==> src/sv/rcl_pkg.sv <==
`timescale 1ns / 1ps
// ----------------------------------------------------------------------------
// rcl_pkg: shared types and constants of the cascaded RC low-pass filter
// Holds the field widths, register codes, queue entry and back-end state types.
// ----------------------------------------------------------------------------
package rcl_pkg;

	localparam int MAX_ORDER_DEF     = 8;
	localparam int FRACTION_BITS_DEF = 16;
	localparam int QUEUE_DEPTH       = 2;

	localparam int SAMPLE_W   = 16;
	localparam int STEP_W     = 16;
	localparam int RC_W       = 24;
	localparam int DEN_W      = RC_W + 1;
	localparam int INIT_W     = 16;
	localparam int STAGE_W    = 32;
	localparam int CFG_IDX_W  = 2;
	localparam int CFG_DATA_W = 24;
	localparam int ORDER_FIELD_W = 4;

	localparam logic [RC_W-1:0] RC_TIME_RESET = RC_W'(1000);

	localparam logic MODE_FILTER  = 1'b0;
	localparam logic MODE_RESTART = 1'b1;

	typedef enum logic [CFG_IDX_W-1:0] {
		CFG_STAGE_COUNT   = 2'd0,
		CFG_INITIAL_VALUE = 2'd1,
		CFG_RC_TIME       = 2'd2
	} cfg_reg_t;

	typedef enum logic [1:0] {
		OP_FILTER,
		OP_HOLD,
		OP_RESTART
	} op_t;

	typedef struct packed {
		op_t                        op;
		logic signed [SAMPLE_W-1:0] sample;
		logic [STEP_W-1:0]          time_step;
		logic [DEN_W-1:0]           den;
	} cmd_t;

	typedef enum logic [2:0] {
		BK_IDLE,
		BK_DIV,
		BK_MUL,
		BK_ACC,
		BK_DONE
	} bk_state_t;

	typedef struct packed {
		logic busy;
		logic done_wait;
	} bk_status_t;

endpackage

==> src/sv/rcl_front.sv <==
`timescale 1ns / 1ps
// ----------------------------------------------------------------------------
// rcl_front: request intake and classification
// Registers each request, forms the divider denominator and tags the request
// as filter, hold (zero denominator) or restart before it enters the queue.
// ----------------------------------------------------------------------------
module rcl_front (
	input  logic                                 clk,
	input  logic                                 arst_n,
	input  logic                                 push,
	output logic                                 full,
	input  logic                                 mode,
	input  logic signed [rcl_pkg::SAMPLE_W-1:0]  sample,
	input  logic [rcl_pkg::STEP_W-1:0]           time_step,
	input  logic [rcl_pkg::RC_W-1:0]             rc_time,
	output logic                                 q_push,
	input  logic                                 q_full,
	output rcl_pkg::cmd_t                        q_cmd
);
	import rcl_pkg::*;

	logic             valid_q;
	cmd_t             cmd_q;
	logic [DEN_W-1:0] den;
	logic             accept;

	assign den    = {1'b0, rc_time} + DEN_W'(time_step);
	assign full   = valid_q && q_full;
	assign accept = push && !full;
	assign q_push = valid_q;
	assign q_cmd  = cmd_q;

	always_ff @(posedge clk or negedge arst_n) begin
		if (!arst_n) begin
			valid_q <= 1'b0;
		end else if (accept) begin
			valid_q <= 1'b1;
		end else if (!q_full) begin
			valid_q <= 1'b0;
		end
	end

	always_ff @(posedge clk) begin
		if (accept) begin
			if (mode == MODE_RESTART) begin
				cmd_q.op <= OP_RESTART;
			end else if (den == '0) begin
				cmd_q.op <= OP_HOLD;
			end else begin
				cmd_q.op <= OP_FILTER;
			end
			cmd_q.sample    <= sample;
			cmd_q.time_step <= time_step;
			cmd_q.den       <= den;
		end
	end

endmodule

==> src/sv/rcl_queue.sv <==
`timescale 1ns / 1ps
// ----------------------------------------------------------------------------
// rcl_queue: short command queue
// Decouples request intake from the stage arithmetic.
// ----------------------------------------------------------------------------
module rcl_queue #(
	parameter int DEPTH = rcl_pkg::QUEUE_DEPTH
) (
	input  logic          clk,
	input  logic          arst_n,
	input  logic          push,
	output logic          full,
	input  rcl_pkg::cmd_t wr_data,
	input  logic          pop,
	output logic          empty,
	output rcl_pkg::cmd_t rd_data
);
	import rcl_pkg::*;

	localparam int PW = (DEPTH > 1) ? $clog2(DEPTH) : 1;
	localparam int CW = $clog2(DEPTH + 1);

	cmd_t          mem_q [DEPTH];
	logic [PW-1:0] wr_ptr_q;
	logic [PW-1:0] rd_ptr_q;
	logic [CW-1:0] count_q;
	logic          do_push;
	logic          do_pop;

	assign full    = (count_q == CW'(DEPTH));
	assign empty   = (count_q == '0);
	assign do_push = push && !full;
	assign do_pop  = pop && !empty;
	assign rd_data = mem_q[rd_ptr_q];

	function automatic logic [PW-1:0] next_ptr(input logic [PW-1:0] p);
		return (p == PW'(DEPTH - 1)) ? '0 : PW'(p + 1'b1);
	endfunction

	always_ff @(posedge clk or negedge arst_n) begin
		if (!arst_n) begin
			wr_ptr_q <= '0;
			rd_ptr_q <= '0;
			count_q  <= '0;
		end else begin
			if (do_push) begin
				wr_ptr_q <= next_ptr(wr_ptr_q);
			end
			if (do_pop) begin
				rd_ptr_q <= next_ptr(rd_ptr_q);
			end
			if (do_push && !do_pop) begin
				count_q <= CW'(count_q + 1'b1);
			end else if (do_pop && !do_push) begin
				count_q <= CW'(count_q - 1'b1);
			end
		end
	end

	always_ff @(posedge clk) begin
		if (do_push) begin
			mem_q[wr_ptr_q] <= wr_data;
		end
	end

endmodule

==> src/sv/rcl_back.sv <==
`timescale 1ns / 1ps
// ----------------------------------------------------------------------------
// rcl_back: coefficient divider and stage sequencer
// Computes alpha one quotient bit per cycle, then updates the active stages
// one after another through a single multiplier, and holds the result.
// ----------------------------------------------------------------------------
module rcl_back #(
	parameter int MAX_ORDER     = rcl_pkg::MAX_ORDER_DEF,
	parameter int FRACTION_BITS = rcl_pkg::FRACTION_BITS_DEF
) (
	input  logic                                    clk,
	input  logic                                    arst_n,
	input  logic                                    q_empty,
	output logic                                    q_pop,
	input  rcl_pkg::cmd_t                           q_cmd,
	input  logic [$clog2(MAX_ORDER+1)-1:0]          stage_count,
	input  logic signed [rcl_pkg::INIT_W-1:0]       initial_value,
	output logic signed [rcl_pkg::STAGE_W-1:0]      filtered,
	output logic                                    empty,
	input  logic                                    pop,
	output rcl_pkg::bk_status_t                     status
);
	import rcl_pkg::*;

	localparam int F      = FRACTION_BITS;
	localparam int IW     = (MAX_ORDER > 1) ? $clog2(MAX_ORDER) : 1;
	localparam int DCW    = $clog2(F + 1);
	localparam int FX_W   = (SAMPLE_W + F > STAGE_W + 1) ? SAMPLE_W + F : STAGE_W + 1;
	localparam int PROD_W = F + 2 + STAGE_W + 1;

	bk_state_t state_q, state_d;

	logic signed [STAGE_W-1:0] stage_q [MAX_ORDER];
	logic [F:0]                alpha_q;
	logic [DEN_W-1:0]          rem_q;
	logic [DEN_W-1:0]          den_q;
	logic [DCW-1:0]            div_cnt_q;
	logic [IW-1:0]             idx_q;
	logic signed [STAGE_W-1:0] prev_q;
	logic signed [PROD_W-1:0]  prod_s1;
	logic signed [STAGE_W-1:0] out_q;
	logic                      out_valid_q;

	logic                      out_free;
	logic                      load_out;
	logic [IW-1:0]             last_idx;
	logic signed [STAGE_W-1:0] cur;
	logic signed [STAGE_W:0]   diff;
	logic signed [PROD_W-1:0]  prod;
	logic signed [STAGE_W-1:0] upd;
	logic [DEN_W:0]            rem_x2;
	logic                      ge;
	logic                      top_bit;
	logic signed [STAGE_W-1:0] init_fx;
	logic signed [STAGE_W-1:0] sample_fx;

	// Integer to fixed point, saturated to the 32-bit signed range.
	function automatic logic signed [STAGE_W-1:0] to_fixed(
		input logic signed [SAMPLE_W-1:0] v
	);
		logic signed [FX_W-1:0] f;
		f = FX_W'(signed'({v, {F{1'b0}}}));
		if ((&f[FX_W-1:STAGE_W-1]) || !(|f[FX_W-1:STAGE_W-1])) begin
			return f[STAGE_W-1:0];
		end
		return f[FX_W-1] ? {1'b1, {(STAGE_W-1){1'b0}}} : {1'b0, {(STAGE_W-1){1'b1}}};
	endfunction

	assign init_fx   = to_fixed(initial_value);
	assign sample_fx = to_fixed(q_cmd.sample);
	assign last_idx  = IW'(stage_count - 1'b1);

	// The quotient never exceeds one, so its top bit is settled by a compare.
	assign top_bit = ({{(DEN_W-STEP_W){1'b0}}, q_cmd.time_step} >= q_cmd.den);
	assign rem_x2  = {rem_q, 1'b0};
	assign ge      = (rem_x2 >= {1'b0, den_q});

	assign cur  = stage_q[idx_q];
	assign diff = $signed({prev_q[STAGE_W-1], prev_q}) - $signed({cur[STAGE_W-1], cur});
	assign prod = $signed({1'b0, alpha_q}) * diff;
	// The arithmetic shift of the product floors; the sum stays between both stages.
	assign upd  = cur + prod_s1[F+STAGE_W-1:F];

	assign out_free = !out_valid_q || pop;
	assign load_out = (state_q == BK_DONE) && out_free;
	assign empty    = !out_valid_q;
	assign filtered = out_q;

	assign status.busy      = (state_q != BK_IDLE);
	assign status.done_wait = (state_q == BK_DONE);

	always_ff @(posedge clk or negedge arst_n) begin
		if (!arst_n) begin
			state_q <= BK_IDLE;
		end else begin
			state_q <= state_d;
		end
	end

	always_comb begin
		state_d = state_q;
		q_pop   = 1'b0;
		unique case (state_q)
			BK_IDLE: begin
				if (!q_empty) begin
					q_pop   = 1'b1;
					state_d = (q_cmd.op == OP_FILTER) ? BK_DIV : BK_DONE;
				end
			end
			BK_DIV: begin
				if (div_cnt_q == DCW'(1)) begin
					state_d = BK_MUL;
				end
			end
			BK_MUL: begin
				state_d = BK_ACC;
			end
			BK_ACC: begin
				state_d = (idx_q == last_idx) ? BK_DONE : BK_MUL;
			end
			BK_DONE: begin
				if (out_free) begin
					state_d = BK_IDLE;
				end
			end
			default: begin
				state_d = BK_IDLE;
			end
		endcase
	end

	always_ff @(posedge clk or negedge arst_n) begin
		if (!arst_n) begin
			for (int i = 0; i < MAX_ORDER; i++) begin
				stage_q[i] <= '0;
			end
		end else if (q_pop && q_cmd.op == OP_RESTART) begin
			for (int i = 0; i < MAX_ORDER; i++) begin
				stage_q[i] <= init_fx;
			end
		end else if (state_q == BK_ACC) begin
			stage_q[idx_q] <= upd;
		end
	end

	always_ff @(posedge clk) begin
		if (q_pop) begin
			alpha_q   <= {{F{1'b0}}, top_bit};
			rem_q     <= DEN_W'({{(DEN_W-STEP_W){1'b0}}, q_cmd.time_step})
				- (top_bit ? q_cmd.den : '0);
			den_q     <= q_cmd.den;
			div_cnt_q <= DCW'(F);
			idx_q     <= '0;
			prev_q    <= sample_fx;
		end
		if (state_q == BK_DIV) begin
			alpha_q   <= {alpha_q[F-1:0], ge};
			rem_q     <= ge ? DEN_W'(rem_x2 - {1'b0, den_q}) : rem_x2[DEN_W-1:0];
			div_cnt_q <= DCW'(div_cnt_q - 1'b1);
		end
		if (state_q == BK_MUL) begin
			prod_s1 <= prod;
		end
		if (state_q == BK_ACC) begin
			prev_q <= upd;
			if (idx_q != last_idx) begin
				idx_q <= IW'(idx_q + 1'b1);
			end
		end
		if (load_out) begin
			out_q <= stage_q[last_idx];
		end
	end

	always_ff @(posedge clk or negedge arst_n) begin
		if (!arst_n) begin
			out_valid_q <= 1'b0;
		end else if (load_out) begin
			out_valid_q <= 1'b1;
		end else if (pop) begin
			out_valid_q <= 1'b0;
		end
	end

endmodule

==> src/sv/cascaded_rc_lowpass_filter.sv <==
`timescale 1ns / 1ps
// ----------------------------------------------------------------------------
// cascaded_rc_lowpass_filter: cascade of first-order RC low-pass stages
// Queue-style request and result ports, plus a register write channel.
// ----------------------------------------------------------------------------
// Each filter request computes alpha = time_step / (rc_time + time_step) with
// FRACTION_BITS fraction bits in a bit-serial divider (one quotient bit per
// cycle), then updates stages 1..stage_count one at a time through one shared
// multiplier, in a multiply state and then an accumulate state per stage. A
// restart or a request with a zero denominator goes straight to the done
// state. A small command queue lets requests be pushed while the back end is
// busy, and the result waits in its own register until popped. The result is
// the last active stage in signed fixed point. Stage count writes saturate to
// 1..MAX_ORDER; initial_value takes effect at the next restart. Registers are
// to be written only while the block is idle; the block itself does not
// enforce this.
// ----------------------------------------------------------------------------
module cascaded_rc_lowpass_filter #(
	parameter int MAX_ORDER     = rcl_pkg::MAX_ORDER_DEF,
	parameter int FRACTION_BITS = rcl_pkg::FRACTION_BITS_DEF
) (
	input  logic                                  clk,
	input  logic                                  arst_n,
	input  logic                                  push,
	output logic                                  full,
	input  logic                                  mode,
	input  logic signed [rcl_pkg::SAMPLE_W-1:0]   sample,
	input  logic [rcl_pkg::STEP_W-1:0]            time_step,
	output logic                                  empty,
	input  logic                                  pop,
	output logic signed [rcl_pkg::STAGE_W-1:0]    filtered,
	input  logic                                  cfg_valid,
	output logic                                  cfg_ready,
	input  logic [rcl_pkg::CFG_IDX_W-1:0]         cfg_index,
	input  logic [rcl_pkg::CFG_DATA_W-1:0]        cfg_data
);
	import rcl_pkg::*;

	localparam int SCW = $clog2(MAX_ORDER + 1);

	logic [SCW-1:0]           stage_count_q;
	logic signed [INIT_W-1:0] initial_value_q;
	logic [RC_W-1:0]          rc_time_q;
	logic [ORDER_FIELD_W-1:0] order_field;

	logic       fq_push;
	logic       fq_full;
	cmd_t       fq_cmd;
	logic       q_empty;
	logic       q_pop;
	cmd_t       q_cmd;
	bk_status_t bk_stat;

	assign cfg_ready   = 1'b1;
	assign order_field = cfg_data[ORDER_FIELD_W-1:0];

	always_ff @(posedge clk or negedge arst_n) begin
		if (!arst_n) begin
			stage_count_q   <= SCW'(1);
			initial_value_q <= '0;
			rc_time_q       <= RC_TIME_RESET;
		end else if (cfg_valid && cfg_ready) begin
			unique case (cfg_index)
				CFG_STAGE_COUNT: begin
					if (order_field == '0) begin
						stage_count_q <= SCW'(1);
					end else if (int'(order_field) > MAX_ORDER) begin
						stage_count_q <= SCW'(MAX_ORDER);
					end else begin
						stage_count_q <= SCW'(order_field);
					end
				end
				CFG_INITIAL_VALUE: begin
					initial_value_q <= cfg_data[INIT_W-1:0];
				end
				CFG_RC_TIME: begin
					rc_time_q <= cfg_data[RC_W-1:0];
				end
				default: begin
				end
			endcase
		end
	end

	rcl_front u_front (
		.clk       (clk),
		.arst_n    (arst_n),
		.push      (push),
		.full      (full),
		.mode      (mode),
		.sample    (sample),
		.time_step (time_step),
		.rc_time   (rc_time_q),
		.q_push    (fq_push),
		.q_full    (fq_full),
		.q_cmd     (fq_cmd)
	);

	rcl_queue #(
		.DEPTH (QUEUE_DEPTH)
	) u_queue (
		.clk     (clk),
		.arst_n  (arst_n),
		.push    (fq_push),
		.full    (fq_full),
		.wr_data (fq_cmd),
		.pop     (q_pop),
		.empty   (q_empty),
		.rd_data (q_cmd)
	);

	rcl_back #(
		.MAX_ORDER     (MAX_ORDER),
		.FRACTION_BITS (FRACTION_BITS)
	) u_back (
		.clk           (clk),
		.arst_n        (arst_n),
		.q_empty       (q_empty),
		.q_pop         (q_pop),
		.q_cmd         (q_cmd),
		.stage_count   (stage_count_q),
		.initial_value (initial_value_q),
		.filtered      (filtered),
		.empty         (empty),
		.pop           (pop),
		.status        (bk_stat)
	);

	// The filter order register never leaves its legal range.
	a_order_range: assert property (@(posedge clk) disable iff (!arst_n)
		(stage_count_q >= SCW'(1)) && (int'(stage_count_q) <= MAX_ORDER))
		else $error("stage count out of range");

	// The back end takes a new command only when it has finished the last one.
	a_pop_idle: assert property (@(posedge clk) disable iff (!arst_n)
		q_pop |-> !bk_stat.busy)
		else $error("command taken while back end busy");

	a_pop_starts: assert property (@(posedge clk) disable iff (!arst_n)
		q_pop |=> bk_stat.busy)
		else $error("back end did not start after taking a command");

	// A finished command reaches the result register as soon as it is free.
	a_result_out: assert property (@(posedge clk) disable iff (!arst_n)
		(bk_stat.done_wait && (empty || pop)) |=> !empty)
		else $error("finished result not delivered");

endmodule
==> config.mk <==
export PLATFORM = sky130hd
export DESIGN_NAME = cascaded_rc_lowpass_filter
export DESIGN_NICKNAME = d
export VERILOG_FILES = /design/src/sv/rcl_pkg.sv /design/src/sv/rcl_front.sv /design/src/sv/rcl_queue.sv /design/src/sv/rcl_back.sv /design/src/sv/cascaded_rc_lowpass_filter.sv
export SDC_FILE = /design/constraint.sdc
export NUM_CORES = 2
export LEC_CHECK = 0
export BUFFER_PORTS_ARGS = -buffer_cell sky130_fd_sc_hd__buf_4
export CAP_MARGIN = 15
export CELL_PAD_IN_SITES_DETAIL_PLACEMENT = 1
export CELL_PAD_IN_SITES_GLOBAL_PLACEMENT = 2
export CORE_MARGIN = 2
export CORE_UTILIZATION = 40
export CTS_CLUSTER_SIZE = 16
export DETAILED_ROUTE_END_ITERATION = 12
export PLACE_DENSITY = 0.85
export SYNTH_ARGS = -nofsm -noshare
export SYNTH_HDL_FRONTEND = slang
export SYNTH_SLANG_ARGS = --single-unit
==> constraint.sdc <==
create_clock -name clk -period 13.75 [get_ports clk]
set_clock_uncertainty 0.05 [all_clocks]
set_input_delay 2.75 -clock clk [delete_from_list [all_inputs] [get_ports clk]]
set_output_delay 2.75 -clock clk [all_outputs]
set_load 0.005 [all_outputs]
==> results_dict.tcl <==
set metrics [dict create \
    r2r_cells 40 \
    crit_end "u_back.prod_s1[45]" \
    seq_area_um2 18100 \
    synth-main-ff-cell "edfxtp_1" \
    ys_ff_latch 656 \
    drive_above_1_share_pct 10.6 \
    synth-edff-count 345 \
    synthTopCellsByCount "inv_1, nand2_1, fa_1, edfxtp_1, dfrtp_1" \
    finalSetupTns_ps 0 \
    drt-vias-per-instance 5.62 \
    yosysSeqAreaShare_pct 34.6 \
    cts-root-buf "clkbuf_16" \
    worstSetupPathType "reg -> reg" \
    cap_viol_max_count 0 \
    cp-start-kind "flip-flop" \
    core-area_um2 130000 \
    dr.pass1.iters 5 \
    final_max_slew_viol_count 0 \
    required_ps 14080 \
    grt_pass1_vias 42667 \
    crit_top_cell "fa_1" \
    max_freq_ghz 0.0868 \
    syn-num-nets 5908 \
    detail-route-antenna-nets 0 \
    setup_violations 0 \
    status "completed" \
    areaGrowthSynthToFinish_pct 10.4 \
    drt-initial-drc-count 2747 \
    place_area_um2 55300 \
    hold_violations 0 \
    ys_async_sr_fraction_pct 47.0 \
    htreeDepth 3 \
    wirelength_um 162000 \
    stdcell_area_um2 57900 \
    grt.overflow.total 0 \
    vias 38649 \
    synth_area_um2 52500 \
    die_x_um 366 \
    ys_warn_count 0 \
    cp_max_fo 23 \
    syn_avg_cell_area_um2 10.3 \
    grt_max_degree 139 \
    track_usage_pct 24.3 \
    cp-end-kind "flip-flop" \
    max_stage_delay_ps 690 \
    yosysMostFrequentCell "inv_1" \
    max_slew_margin_pct 11.7 \
    cts_resized 0 \
    multi_input_area_um2 30900 \
    synthTopCellsByArea "fa_1, edfxtp_1, dfrtp_1" \
    io_pins 99 \
    fin_hold_ws_ps 395 \
    r2r_end "u_back.prod_s1[45]" \
    post_cts_buffers 0 \
    cp-startpoint "u_back.idx_q[0]" \
    rsz0062_at_grt "false" \
    clock_sinks 656 \
    fin_crit_sh_pct 83.8 \
    gp_congestion 0.850 \
    diodes 0 \
    cp.arrival_ps 11850 \
    die-area_um2 134000 \
    rows 132 \
    critPathSlowestCell "dfxtp_1" \
    clk_latency_ps 630 \
    reg2reg_from "u_back.idx_q[0]" \
    start_util_pct 40.4 \
    finalCoreUtilization_pct 44.6 \
    rrSetupSlack_ps 2220 \
    dp_hpwl_um 114000 \
    grt_pass1_wl_um 254000 \
    cts_tree "yes" \
    clockBufferDepth 3 \
    synth_area_leader_cell "fa_1" \
    min_period_ps 11530 \
    synth.distinct_cells 78 \
    ctsHoldBuffers 0 \
    worst_pin_slew_ps 1320 \
    die_h_um 366 \
    yosysTopAreaCellShare_pct 19.8 \
    netlist_instances 5072 \
    fillers 14388 \
    io_buffer_count 97 \
    tritoncts.num_buffers 71 \
    wl_per_cell_um 23.6 \
    drc_errors 0 \
    antenna_found_initial 1 \
    fin_nets 5908 \
    clkTransAtPathRegs_ps 60 \
    hp-class "reg -> reg" \
]
## cells by family after synthesis
logic type	count (synthesis)	share of synthesized area (%)
compound gates	901	11.2
xor+xnor	156	2.63
fa+ha+maj	772	25.8
buf+inv	968	6.94
flops	656	34.6
mux	210	5.81
other cells	1	0.00715
simple gates	1408	13.0
## layout by cell type, fill, tap and decap left out, types with 10 or more instances in the layout
| cell | synthesis | final |
|---|---|---|
| mux2i_1 | 30 | 30 |
| dfrtp_1 | 301 | 300 |
| clkbuf_8 | 0 | 10 |
| a211oi_1 | 21 | 20 |
| nor2_1 | 224 | 220 |
| nand2b_1 | 51 | 51 |
| mux2_2 | 116 | 116 |
| o211ai_1 | 52 | 52 |
| edfxtp_1 | 345 | 345 |
| buf_4 | 1 | 187 |
| o21a_1 | 26 | 26 |
| nand4_1 | 19 | 19 |
| and4_1 | 34 | 34 |
| mux4_2 | 64 | 64 |
| o31ai_1 | 10 | 10 |
| o21ai_0 | 150 | 150 |
| nand2_1 | 569 | 566 |
| ha_1 | 253 | 252 |
| nor2b_1 | 62 | 62 |
| o21bai_1 | 15 | 15 |
| xor2_1 | 54 | 52 |
| xnor2_1 | 101 | 99 |
| a22oi_1 | 226 | 226 |
| and3_1 | 19 | 16 |
| and2_1 | 295 | 293 |
| inv_1 | 704 | 704 |
| a21oi_1 | 223 | 223 |
| fa_1 | 519 | 519 |
| nor3_1 | 31 | 28 |
| a21o_1 | 57 | 57 |
| a31oi_1 | 47 | 46 |
| bufinv_16 | 0 | 13 |
| nand3_1 | 61 | 61 |
| clkbuf_16 | 0 | 75 |
## per-stage QoR
stage | setup slack (ps) | instances
global placement | 2530 | 6738
finish | 2220 | 6872
floorplan | 3350 | 5072
global route | 1530 | 6872
detailed placement | 2280 | 6739
CTS | 2270 | 6870
## flip-flops by register name, summed over array words and instances, names as in the netlist, 5 cells and up
signal            flops
initial_value_q      16
rc_time_q            24
u_back.alpha_q       17
u_back.den_q         25
u_back.div_cnt_q      5
u_back.filtered      32
u_back.prev_q        32
u_back.prod_s1       32
u_back.rem_q         25
u_back.stage_q      256
u_front.q_cmd        59
u_queue.mem_q       118
## worst max-delay path: cells and delay by family (launching register included)
family | cells | cell delay (ps)
DFF | 1 | 690
and+or+nand+nor | 9 | 2290
xor gates and xnor gates | 2 | 160
AOI/OAI and AO/OA | 15 | 3340
adders and majority gates | 8 | 3730
buffers and inverters | 6 | 940
## metal layers
| layer | share of wire, % | vias up | global-route usage, % |
|---|---|---|---|
| li1 | - | 16995 | - |
| met1 | 43 | 20264 | 32.5 |
| met2 | 48 | 1107 | 40.3 |
| met3 | 6.1 | 283 | 4.23 |
| met4 | 3.0 | 0 | 7.66 |
| met5 | 0 | - | 0 |
## area by class of cell
cell class                      instances  share of cell area [%]
Multi-Input combinational cell       3448                    53.3
Clock inverter                         36                    1.00
Inverter                              704                    4.56
Clock buffer                           95                    3.55
Timing Repair Buffer                  191                    2.55
Sequential cell                       656                    31.3
Tap cell                             1742                    3.76
## how the worst min path moves through the flow
| stage | startpoint | to | slack (ps) | cells after the start |
|---|---|---|---|---|
| floorplan | u_front.q_cmd[0] | u_queue.mem_q[0][0] | 370 | 0 |
| global placement | u_front.q_cmd[53] | u_queue.mem_q[0][53] | 370 | 0 |
| detailed placement | u_front.q_cmd[54] | u_queue.mem_q[1][54] | 390 | 0 |
| CTS | u_front.q_cmd[13] | u_queue.mem_q[1][13] | 380 | 0 |
| global route | u_front.q_cmd[13] | u_queue.mem_q[1][13] | 400 | 0 |
| finish | u_front.q_cmd[13] | u_queue.mem_q[1][13] | 400 | 0 |
Power is not shown: default switching activity piles up to over one toggle a cycle in this logic, so the estimate is an artifact.
